--- src/rmc_pkg.sv ---
// ============================================================================
// rmc_pkg: shared types and constants for the region mean color core
// Field widths, configuration register indexes and the per-frame job record
// that travels from the accumulating front end to the divider back end.
// ============================================================================
package rmc_pkg;

    // Field and state widths
    localparam int unsigned POS_W    = 12;
    localparam int unsigned LEN_W    = 13;
    localparam int unsigned PIXEL_W  = 24;
    localparam int unsigned COLOR_W  = 8;
    localparam int unsigned SUM_W    = 32;
    localparam int unsigned COUNT_W  = 25;
    localparam int unsigned CHANNELS = 3;
    localparam int unsigned CFG_IDX_W  = 2;
    localparam int unsigned CFG_DATA_W = LEN_W;

    // Channel slots inside a job
    localparam int unsigned CH_RED   = 0;
    localparam int unsigned CH_GREEN = 1;
    localparam int unsigned CH_BLUE  = 2;

    // Configuration register indexes
    typedef enum logic [CFG_IDX_W-1:0] {
        CFG_LEFT   = 2'd0,
        CFG_TOP    = 2'd1,
        CFG_WIDTH  = 2'd2,
        CFG_HEIGHT = 2'd3
    } t_cfg_index;

    typedef logic [CHANNELS-1:0][SUM_W-1:0] t_sums;

    // Totals of one finished frame, handed to the divider
    typedef struct packed {
        t_sums              sums;
        logic [COUNT_W-1:0] count;
    } t_frame_job;

endpackage

--- src/rmc_front.sv ---
// ============================================================================
// rmc_front: pixel intake and region accumulation
// Holds the rectangle registers, tests each pixel against the rectangle and
// keeps the running channel sums and count. The last pixel of a frame pushes
// the frame totals into the job queue and clears the accumulators.
// ============================================================================
module rmc_front #(
    parameter int unsigned MAX_DIMENSION = 4096
) (
    input  logic                             i_clk,
    input  logic                             i_rst_n,
    // Configuration writes
    input  logic                             i_cfg_we,
    input  logic [rmc_pkg::CFG_IDX_W-1:0]    i_cfg_index,
    input  logic [rmc_pkg::CFG_DATA_W-1:0]   i_cfg_data,
    // Pixel channel
    input  logic                             i_pixel_valid,
    output logic                             o_pixel_ready,
    input  logic [rmc_pkg::PIXEL_W-1:0]      i_pixel,
    input  logic [rmc_pkg::POS_W-1:0]        i_column,
    input  logic [rmc_pkg::POS_W-1:0]        i_row,
    input  logic                             i_end_of_frame,
    // Job queue write side
    input  logic                             i_push_ready,
    output logic                             o_push_valid,
    output rmc_pkg::t_frame_job              o_push_job
);

    localparam logic [rmc_pkg::LEN_W-1:0] MaxPos = rmc_pkg::LEN_W'(MAX_DIMENSION);

    logic [rmc_pkg::POS_W-1:0]   r_left;
    logic [rmc_pkg::POS_W-1:0]   r_top;
    logic [rmc_pkg::LEN_W-1:0]   r_width;
    logic [rmc_pkg::LEN_W-1:0]   r_height;
    rmc_pkg::t_sums              r_sums;
    logic [rmc_pkg::COUNT_W-1:0] r_count;
    rmc_pkg::t_sums              n_sums;
    logic [rmc_pkg::COUNT_W-1:0] n_count;

    logic [rmc_pkg::POS_W-1:0] col_off;
    logic [rmc_pkg::POS_W-1:0] row_off;
    logic                      col_in;
    logic                      row_in;
    logic                      in_rect;
    logic                      accept;

    // The queue only fills on frame ends, so a full queue stalls intake.
    assign o_pixel_ready = i_push_ready;
    assign accept        = i_pixel_valid && o_pixel_ready;

    // Rectangle test: left <= column < left + width and column < MAX_DIMENSION, same for rows.
    assign col_off = i_column - r_left;
    assign row_off = i_row - r_top;
    assign col_in  = ({1'b0, i_column} < MaxPos) && (i_column >= r_left)
                     && ({1'b0, col_off} < r_width);
    assign row_in  = ({1'b0, i_row} < MaxPos) && (i_row >= r_top)
                     && ({1'b0, row_off} < r_height);
    assign in_rect = col_in && row_in;

    // Sums including the current pixel.
    always_comb begin
        n_sums  = r_sums;
        n_count = r_count;
        if (in_rect) begin
            n_sums[rmc_pkg::CH_RED]   = r_sums[rmc_pkg::CH_RED]
                + rmc_pkg::SUM_W'(i_pixel[3*rmc_pkg::COLOR_W-1:2*rmc_pkg::COLOR_W]);
            n_sums[rmc_pkg::CH_GREEN] = r_sums[rmc_pkg::CH_GREEN]
                + rmc_pkg::SUM_W'(i_pixel[2*rmc_pkg::COLOR_W-1:rmc_pkg::COLOR_W]);
            n_sums[rmc_pkg::CH_BLUE]  = r_sums[rmc_pkg::CH_BLUE]
                + rmc_pkg::SUM_W'(i_pixel[rmc_pkg::COLOR_W-1:0]);
            n_count = r_count + rmc_pkg::COUNT_W'(1);
        end
    end

    assign o_push_valid     = accept && i_end_of_frame;
    assign o_push_job.sums  = n_sums;
    assign o_push_job.count = n_count;

    // Configuration registers.
    always_ff @(posedge i_clk) begin
        if (!i_rst_n) begin
            r_left   <= '0;
            r_top    <= '0;
            r_width  <= rmc_pkg::LEN_W'(1);
            r_height <= rmc_pkg::LEN_W'(1);
        end else if (i_cfg_we) begin
            case (rmc_pkg::t_cfg_index'(i_cfg_index))
                rmc_pkg::CFG_LEFT:   r_left   <= i_cfg_data[rmc_pkg::POS_W-1:0];
                rmc_pkg::CFG_TOP:    r_top    <= i_cfg_data[rmc_pkg::POS_W-1:0];
                rmc_pkg::CFG_WIDTH:  r_width  <= i_cfg_data;
                rmc_pkg::CFG_HEIGHT: r_height <= i_cfg_data;
                default: begin
                end
            endcase
        end
    end

    // Accumulators, cleared after the frame end item.
    always_ff @(posedge i_clk) begin
        if (!i_rst_n) begin
            r_sums  <= '0;
            r_count <= '0;
        end else if (accept) begin
            if (i_end_of_frame) begin
                r_sums  <= '0;
                r_count <= '0;
            end else begin
                r_sums  <= n_sums;
                r_count <= n_count;
            end
        end
    end

endmodule

--- src/rmc_frame_queue.sv ---
// ============================================================================
// rmc_frame_queue: two-entry queue of frame jobs
// Decouples the pixel intake from the divider so that either side can stall
// without holding up the other, until both entries hold jobs.
// ============================================================================
module rmc_frame_queue (
    input  logic                i_clk,
    input  logic                i_rst_n,
    input  logic                i_push,
    input  rmc_pkg::t_frame_job i_push_job,
    output logic                o_push_ready,
    input  logic                i_pop,
    output logic                o_pop_valid,
    output rmc_pkg::t_frame_job o_pop_job
);

    rmc_pkg::t_frame_job r_mem [2];
    logic                r_wr_ptr;
    logic                r_rd_ptr;
    logic [1:0]          r_fill;
    logic                do_push;
    logic                do_pop;

    assign o_push_ready = (r_fill != 2'd2);
    assign o_pop_valid  = (r_fill != 2'd0);
    assign o_pop_job    = r_mem[r_rd_ptr];
    assign do_push      = i_push && o_push_ready;
    assign do_pop       = i_pop && o_pop_valid;

    // Storage entries.
    always_ff @(posedge i_clk) begin
        if (do_push) begin
            r_mem[r_wr_ptr] <= i_push_job;
        end
    end

    // Pointers and fill level.
    always_ff @(posedge i_clk) begin
        if (!i_rst_n) begin
            r_wr_ptr <= 1'b0;
            r_rd_ptr <= 1'b0;
            r_fill   <= 2'd0;
        end else begin
            if (do_push) begin
                r_wr_ptr <= ~r_wr_ptr;
            end
            if (do_pop) begin
                r_rd_ptr <= ~r_rd_ptr;
            end
            if (do_push && !do_pop) begin
                r_fill <= r_fill + 2'd1;
            end else if (do_pop && !do_push) begin
                r_fill <= r_fill - 2'd1;
            end
        end
    end

endmodule

--- src/rmc_divider.sv ---
// ============================================================================
// rmc_divider: mean computation back end
// Takes one frame job at a time and divides the three channel sums by the
// pixel count with a restoring divider, one quotient bit per cycle for all
// three channels at once, then presents the means on a registered output.
// ============================================================================
module rmc_divider (
    input  logic                            i_clk,
    input  logic                            i_rst_n,
    // Job queue read side
    input  logic                            i_job_valid,
    input  rmc_pkg::t_frame_job             i_job,
    output logic                            o_job_pop,
    // Result channel
    output logic                            o_mean_valid,
    input  logic                            i_mean_ready,
    output logic [rmc_pkg::COLOR_W-1:0]     o_mean_red,
    output logic [rmc_pkg::COLOR_W-1:0]     o_mean_green,
    output logic [rmc_pkg::COLOR_W-1:0]     o_mean_blue
);

    localparam int unsigned StepW = $clog2(rmc_pkg::SUM_W);
    localparam logic [StepW-1:0] LastStep = StepW'(rmc_pkg::SUM_W - 1);

    typedef enum logic [1:0] {
        ST_IDLE,
        ST_RUN,
        ST_HOLD
    } t_state;

    t_state                      r_state;
    logic [StepW-1:0]            r_step;
    logic [rmc_pkg::COUNT_W-1:0] r_divisor;
    logic                        r_zero;
    logic [rmc_pkg::SUM_W-1:0]   r_dividend [rmc_pkg::CHANNELS];
    logic [rmc_pkg::COUNT_W-1:0] r_rem      [rmc_pkg::CHANNELS];
    logic [rmc_pkg::COLOR_W-1:0] r_quot     [rmc_pkg::CHANNELS];
    logic [rmc_pkg::COUNT_W-1:0] n_rem      [rmc_pkg::CHANNELS];
    logic [rmc_pkg::COLOR_W-1:0] n_quot     [rmc_pkg::CHANNELS];
    logic [rmc_pkg::COUNT_W:0]   rem_shift  [rmc_pkg::CHANNELS];
    logic [rmc_pkg::COUNT_W+1:0] rem_diff   [rmc_pkg::CHANNELS];
    logic                        r_out_valid;
    logic [rmc_pkg::COLOR_W-1:0] r_out      [rmc_pkg::CHANNELS];
    logic                        out_free;

    assign out_free  = !r_out_valid || i_mean_ready;
    assign o_job_pop = (r_state == ST_IDLE) && i_job_valid;

    assign o_mean_valid = r_out_valid;
    assign o_mean_red   = r_out[rmc_pkg::CH_RED];
    assign o_mean_green = r_out[rmc_pkg::CH_GREEN];
    assign o_mean_blue  = r_out[rmc_pkg::CH_BLUE];

    // One restoring division step per channel; only the low quotient byte is kept.
    always_comb begin
        for (int c = 0; c < rmc_pkg::CHANNELS; c++) begin
            rem_shift[c] = {r_rem[c], r_dividend[c][rmc_pkg::SUM_W-1]};
            rem_diff[c]  = {1'b0, rem_shift[c]} - (rmc_pkg::COUNT_W+2)'(r_divisor);
            if (!rem_diff[c][rmc_pkg::COUNT_W+1]) begin
                n_rem[c]  = rem_diff[c][rmc_pkg::COUNT_W-1:0];
                n_quot[c] = {r_quot[c][rmc_pkg::COLOR_W-2:0], 1'b1};
            end else begin
                n_rem[c]  = rem_shift[c][rmc_pkg::COUNT_W-1:0];
                n_quot[c] = {r_quot[c][rmc_pkg::COLOR_W-2:0], 1'b0};
            end
        end
    end

    // Sequencer, divider registers and result register.
    always_ff @(posedge i_clk) begin
        if (!i_rst_n) begin
            r_state     <= ST_IDLE;
            r_out_valid <= 1'b0;
        end else begin
            if (r_out_valid && i_mean_ready) begin
                r_out_valid <= 1'b0;
            end
            case (r_state)
                ST_IDLE: begin
                    if (i_job_valid) begin
                        for (int c = 0; c < rmc_pkg::CHANNELS; c++) begin
                            r_dividend[c] <= i_job.sums[c];
                            r_rem[c]      <= '0;
                            r_quot[c]     <= '0;
                        end
                        r_divisor <= i_job.count;
                        r_zero    <= (i_job.count == '0);
                        r_step    <= '0;
                        r_state   <= ST_RUN;
                    end
                end
                ST_RUN: begin
                    for (int c = 0; c < rmc_pkg::CHANNELS; c++) begin
                        r_dividend[c] <= {r_dividend[c][rmc_pkg::SUM_W-2:0], 1'b0};
                        r_rem[c]      <= n_rem[c];
                        r_quot[c]     <= n_quot[c];
                    end
                    r_step <= r_step + StepW'(1);
                    if (r_step == LastStep) begin
                        r_state <= ST_HOLD;
                    end
                end
                ST_HOLD: begin
                    if (out_free) begin
                        for (int c = 0; c < rmc_pkg::CHANNELS; c++) begin
                            r_out[c] <= r_zero ? '0 : r_quot[c];
                        end
                        r_out_valid <= 1'b1;
                        r_state     <= ST_IDLE;
                    end
                end
                default: begin
                    r_state <= ST_IDLE;
                end
            endcase
        end
    end

endmodule

--- src/region_mean_color_core.sv ---
// ============================================================================
// region_mean_color_core: mean color of a rectangle in a streamed frame
// Accumulates the pixels that fall inside the configured rectangle and, on
// the last pixel of each frame, emits the truncated mean red, green and blue.
// ============================================================================
// Pixels are taken one per cycle; intake stalls only while two finished
// frames wait in the job queue.
// A frame end item's totals go into the job queue, the divider loads them from
// the queue, runs its bit-serial division and then registers the output. The
// divider takes the next frame job only after the previous result is registered.
// Synchronous active-low reset clears the rectangle to a 1x1 box at the
// origin, the sums, the count, the queue and the output valid.
module region_mean_color_core #(
    parameter int unsigned MAX_DIMENSION = 4096
) (
    input  logic                            i_clk,
    input  logic                            i_rst_n,
    // Configuration writes
    input  logic                            i_cfg_we,
    input  logic [rmc_pkg::CFG_IDX_W-1:0]   i_cfg_index,
    input  logic [rmc_pkg::CFG_DATA_W-1:0]  i_cfg_data,
    // Pixel channel
    input  logic                            i_pixel_valid,
    output logic                            o_pixel_ready,
    input  logic [rmc_pkg::PIXEL_W-1:0]     i_pixel,
    input  logic [rmc_pkg::POS_W-1:0]       i_column,
    input  logic [rmc_pkg::POS_W-1:0]       i_row,
    input  logic                            i_end_of_frame,
    // Result channel
    output logic                            o_mean_valid,
    input  logic                            i_mean_ready,
    output logic [rmc_pkg::COLOR_W-1:0]     o_mean_red,
    output logic [rmc_pkg::COLOR_W-1:0]     o_mean_green,
    output logic [rmc_pkg::COLOR_W-1:0]     o_mean_blue
);

    logic                push_valid;
    logic                push_ready;
    rmc_pkg::t_frame_job push_job;
    logic                pop_valid;
    logic                pop;
    rmc_pkg::t_frame_job pop_job;

    // Intake and accumulation.
    rmc_front #(
        .MAX_DIMENSION (MAX_DIMENSION)
    ) u_front (
        .i_clk          (i_clk),
        .i_rst_n        (i_rst_n),
        .i_cfg_we       (i_cfg_we),
        .i_cfg_index    (i_cfg_index),
        .i_cfg_data     (i_cfg_data),
        .i_pixel_valid  (i_pixel_valid),
        .o_pixel_ready  (o_pixel_ready),
        .i_pixel        (i_pixel),
        .i_column       (i_column),
        .i_row          (i_row),
        .i_end_of_frame (i_end_of_frame),
        .i_push_ready   (push_ready),
        .o_push_valid   (push_valid),
        .o_push_job     (push_job)
    );

    // Frame job queue.
    rmc_frame_queue u_queue (
        .i_clk        (i_clk),
        .i_rst_n      (i_rst_n),
        .i_push       (push_valid),
        .i_push_job   (push_job),
        .o_push_ready (push_ready),
        .i_pop        (pop),
        .o_pop_valid  (pop_valid),
        .o_pop_job    (pop_job)
    );

    // Division and result output.
    rmc_divider u_divider (
        .i_clk        (i_clk),
        .i_rst_n      (i_rst_n),
        .i_job_valid  (pop_valid),
        .i_job        (pop_job),
        .o_job_pop    (pop),
        .o_mean_valid (o_mean_valid),
        .i_mean_ready (i_mean_ready),
        .o_mean_red   (o_mean_red),
        .o_mean_green (o_mean_green),
        .o_mean_blue  (o_mean_blue)
    );

endmodule
--- config.mk ---
export PLATFORM = sky130hd
export DESIGN_NAME = region_mean_color_core
export DESIGN_NICKNAME = d
export VERILOG_FILES = /design/src/rmc_pkg.sv /design/src/rmc_front.sv /design/src/rmc_frame_queue.sv /design/src/rmc_divider.sv /design/src/region_mean_color_core.sv
export SDC_FILE = /design/constraint.sdc
export NUM_CORES = 1
export LEC_CHECK = 0
export ABC_AREA = 1
export BUFFER_PORTS_ARGS = -buffer_cell sky130_fd_sc_hd__buf_2
export CORE_UTILIZATION = 35
export DETAILED_ROUTE_END_ITERATION = 8
export PLACE_DENSITY_LB_ADDON = 0.1
export SLEW_MARGIN = 30
export SYNTH_ARGS = -nofsm -noshare
export SYNTH_HDL_FRONTEND = slang
export SYNTH_SLANG_ARGS = --single-unit
--- constraint.sdc ---
create_clock -name i_clk -period 14.6 [get_ports i_clk]
set_input_delay 1.46 -clock i_clk [delete_from_list [all_inputs] [get_ports i_clk]]
set_output_delay 1.46 -clock i_clk [all_outputs]
set_load 0.02 [all_outputs]
==> metrics.csv <==
stage;metric;value;unit
sta;finalWorstPathRequiredPeriod;5780;ps
cts;path_clk_slew;60;ps
critical_path;slowest_stage;buf_6;
worst_hold_path;hold_class;reg2reg;
critical_path;path_class;in2reg;
grt;grt_max_degree;147;
detailed_routing;drt_pass1_iterations;7;
sta;setup-tns-final;0;ps
synthesis;ys_seq_elements;671;
detailed_routing;drc;0;
synthesis;synth_edf_count;492;
cts;htree_levels;3;
grt;grt_pass1_vias;27900;
run;max_cap_viol_count;0;
sta;fmax;173;MHz
sta;hold_ws;457;ps
synthesis;synth-seq-area-share;0.499;
cts;cts_buffers;80;
critical_path;worstPathCellList;buf_2 -> ha_1 -> a21oi_1 -> nand2_1 -> a21boi_0 -> o21ai_0 -> a31oi_1 -> xor2_1 -> inv_1 -> ha_1 -> nand2_1 -> nor3_1 -> inv_1 -> nor2_1 -> nand2_1 -> nand2_1 -> nor2_4 -> nand2_8 -> buf_4 -> buf_6 -> nand2_1 -> o21ai_2 -> nand2_1 -> a21oi_1;
detailed_routing;drt_iter0_markers;1633;
power_and_ir_drop;p_leak;16.2;nW
detailed_routing;via_per_inst;4.85;
synthesis;syn_nets;4671;
grt;antenna_found_initial;2;
synthesis;synth_area_per_cell;8.27;um^2
sta;period_share;0.396;
place;portBuffers;94;
die;fp-row-count;118;
sta;fin_skew;33.7;ps
critical_path;cp-end-kind;flip-flop;
grt;grt_pass1_wl;156000;um
cells_and_area;layout_common_cells;nand2_1, edfxtp_1, inv_1, nor2_1, a21oi_1;
synthesis;yosys.area.top_type;edfxtp_1;
cts;cts_sinks;671;
die;core_area;0.104;mm^2
detailed_routing;wire_per_inst;16.3;um
detailed_routing;final_antenna_net_count;0;
synthesis;synth_top_family_by_area;simple AND/OR/NAND/NOR gates;
synthesis;ys.warnings.count;0;
critical_path;critPathArrivalTime;6360;ps
run_status;status;completed;
cts;hold_buffers;0;
synthesis;synth-simple-area-share;0.234;
critical_path;cp_max_fo;96;
cells_and_area;drive_above_1_share;0.0728;
grt;grt-ovfl-total;0;
die;ios;95;
cells_and_area;final_area;0.0413;mm^2
die;start_util;0.354;
sta;tightestPinTransition;940;ps
cts;cts_resized;0;
synthesis;netlist_area;0.0368;mm^2
cts;cts_tree;yes;
synthesis;synth-compound-area-share;0.120;
cts;cts_max_path_buffers;3;
place;dpl-instance-area;0.0386;mm^2
synthesis;synth_flop_cell;edfxtp_1;
place;hpwlAfterDp;65300;um
synthesis;synth_cells;4445;
critical_path;required;15170;ps
synthesis;yosys.area_share.adder;0.0551;
power_and_ir_drop;peakVddDrop;0.112;mV
sta;relSlewSlack;0.374;
synthesis;async_flop_share;0;
grt;gr-usage-all-layers;0.183;
die;fp.dieH;326;um
critical_path;max_stage_delay;640;ps
detailed_routing;via_count;28800;
die;die_area;0.106;mm^2
detailed_routing;drt-total-wl;97100;um
place;finalWeightedCongestion;0.895;
cells_and_area;final_common_cell;nand2_1;
cts;clock-root-buffer;clkbuf_16;
cts;clkLatencyLatePin;660;ps
synthesis;yosysTopAreaCellShare;0.402;
sta;report.final.slew_viol_count;0;
critical_path;critPathLaunchType;input pin;
critical_path;cp_common_cell;nand2_1;
sta;grt_setup_unrepaired;no;
cells_and_area;diodes;0;
power_and_ir_drop;p_per_area;160;mW/mm^2
synthesis;synth_cell_types;44;
synthesis;synth_xor_xnor_area_share;0.0291;
sta;hold_viol;0;
place;preCtsSetupSlack;8150;ps
sta;setup_violations;0;
cts;cts_setup_buffers;0;
cells_and_area;area_growth_syn_to_layout;12.3;%
synthesis;synth_area_leaders;edfxtp_1, nand2_1, dfxtp_1;
sta;fin_ws;8820;ps
cells_and_area;final_util;0.398;
die;chipWidth;326;um
synthesis;muxShareOfSynthArea;0;
cells_and_area;nets;4720;
## where the power goes
| part | total [mW] | internal (mW) | switching (mW) |
|---|---|---|---|
| clock | 2.05 | 1.20 | 0.845 |
| sequential | 2.53 | 2.44 | 0.0949 |
| combinational | 2.04 | 0.605 | 1.44 |
| total | 6.62 | 4.25 | 2.38 |
## critical path, delay by kind of cell
kind	cells	cell delay, ps
buf+inv	5	1500
simple gates	10	1300
compound gates	6	1060
fa+ha+maj	2	610
xor+xnor	1	170
## path summary, 6_finish.rpt
path | startpoint | endpoint | slack [ps] | cells after the start
max | i_column[2] | u_front.r_sums[79]$_SDFFE_PN0P_ | 8820 | 24
min | u_front.r_top[10]$_SDFFE_PN0P_ | u_front.r_top[10]$_SDFFE_PN0P_ | 460 | 2
max reg2reg | u_front.r_left[2]$_SDFFE_PN0P_ | u_front.r_sums[79]$_SDFFE_PN0P_ | 9380 | 24
min reg2reg | u_front.r_top[10]$_SDFFE_PN0P_ | u_front.r_top[10]$_SDFFE_PN0P_ | 460 | 2
## metal layers
layer,track usage,wire length (um)
met4,0.0507,2020
met1,0.255,47700
met3,0.0236,3220
met5,0,0
met2,0.298,44200
## sequential cells by signal, indices dropped and copies added, names as in the netlist, named ones only
name,flops
u_divider.r_state,2
u_front.r_left,12
u_divider.r_quot,24
u_queue.r_fill,2
u_divider.r_step,5
u_queue.r_rd_ptr,1
u_divider.o_mean_valid,1
u_divider.r_divisor,25
u_front.r_count,25
u_divider.r_rem,75
u_queue.r_wr_ptr,1
u_front.r_sums,96
u_front.r_height,13
u_queue.r_mem,242
u_divider.r_dividend,96
u_divider.r_zero,1
u_front.r_top,12
u_front.r_width,13
u_divider.r_out,24
## kinds of logic after synthesis
family          count (synthesis)
compound gates                786
xor+xnor                      122
fa+ha+maj                     157
buf+inv                       575
flops                         671
simple gates                 2134
## cell usage after synthesis, types with 4 or more instances
| cell type | instances |
|---|---|
| a21boi_0 | 4 |
| clkbuf_1 | 125 |
| o21ai_2 | 61 |
| nand3_1 | 184 |
| buf_4 | 13 |
| or2_2 | 4 |
| a31o_2 | 6 |
| nand3b_1 | 33 |
| o21a_1 | 7 |
| nor4_1 | 8 |
| buf_2 | 10 |
| o21ai_1 | 53 |
| nand4_1 | 39 |
| nor2_1 | 398 |
| xnor2_1 | 77 |
| o21bai_1 | 8 |
| edfxtp_1 | 492 |
| fa_1 | 8 |
| ha_1 | 149 |
| inv_2 | 6 |
| a21oi_1 | 356 |
| and2_1 | 6 |
| nor3_1 | 52 |
| xor2_1 | 45 |
| nand2_1 | 1397 |
| o21ai_0 | 169 |
| buf_6 | 7 |
| inv_1 | 414 |
| and3_1 | 5 |
| a31oi_1 | 96 |
| dfxtp_1 | 179 |
| a21o_1 | 15 |
## cell type report
cell class	instances	area (um^2)
sequential	671	18400
tap	1380	1730
multi-input combinational	3199	16200
inverter	420	1590
clock inverter	36	494
clock buffer	112	2180
timing repair buffer	122	736
fill	10600	62500
## stage by stage
step / cells / power [mW]
2_1_floorplan: 4445 / 4.11
3_3_place_gp: 5789 / 4.63
3_5_place_dp: 5790 / 4.63
4_1_cts: 5938 / 6.71
5_1_grt: 5940 / 7.07
6_report: 5940 / 6.62
Note: power is estimated with default switching activity, not from simulation.
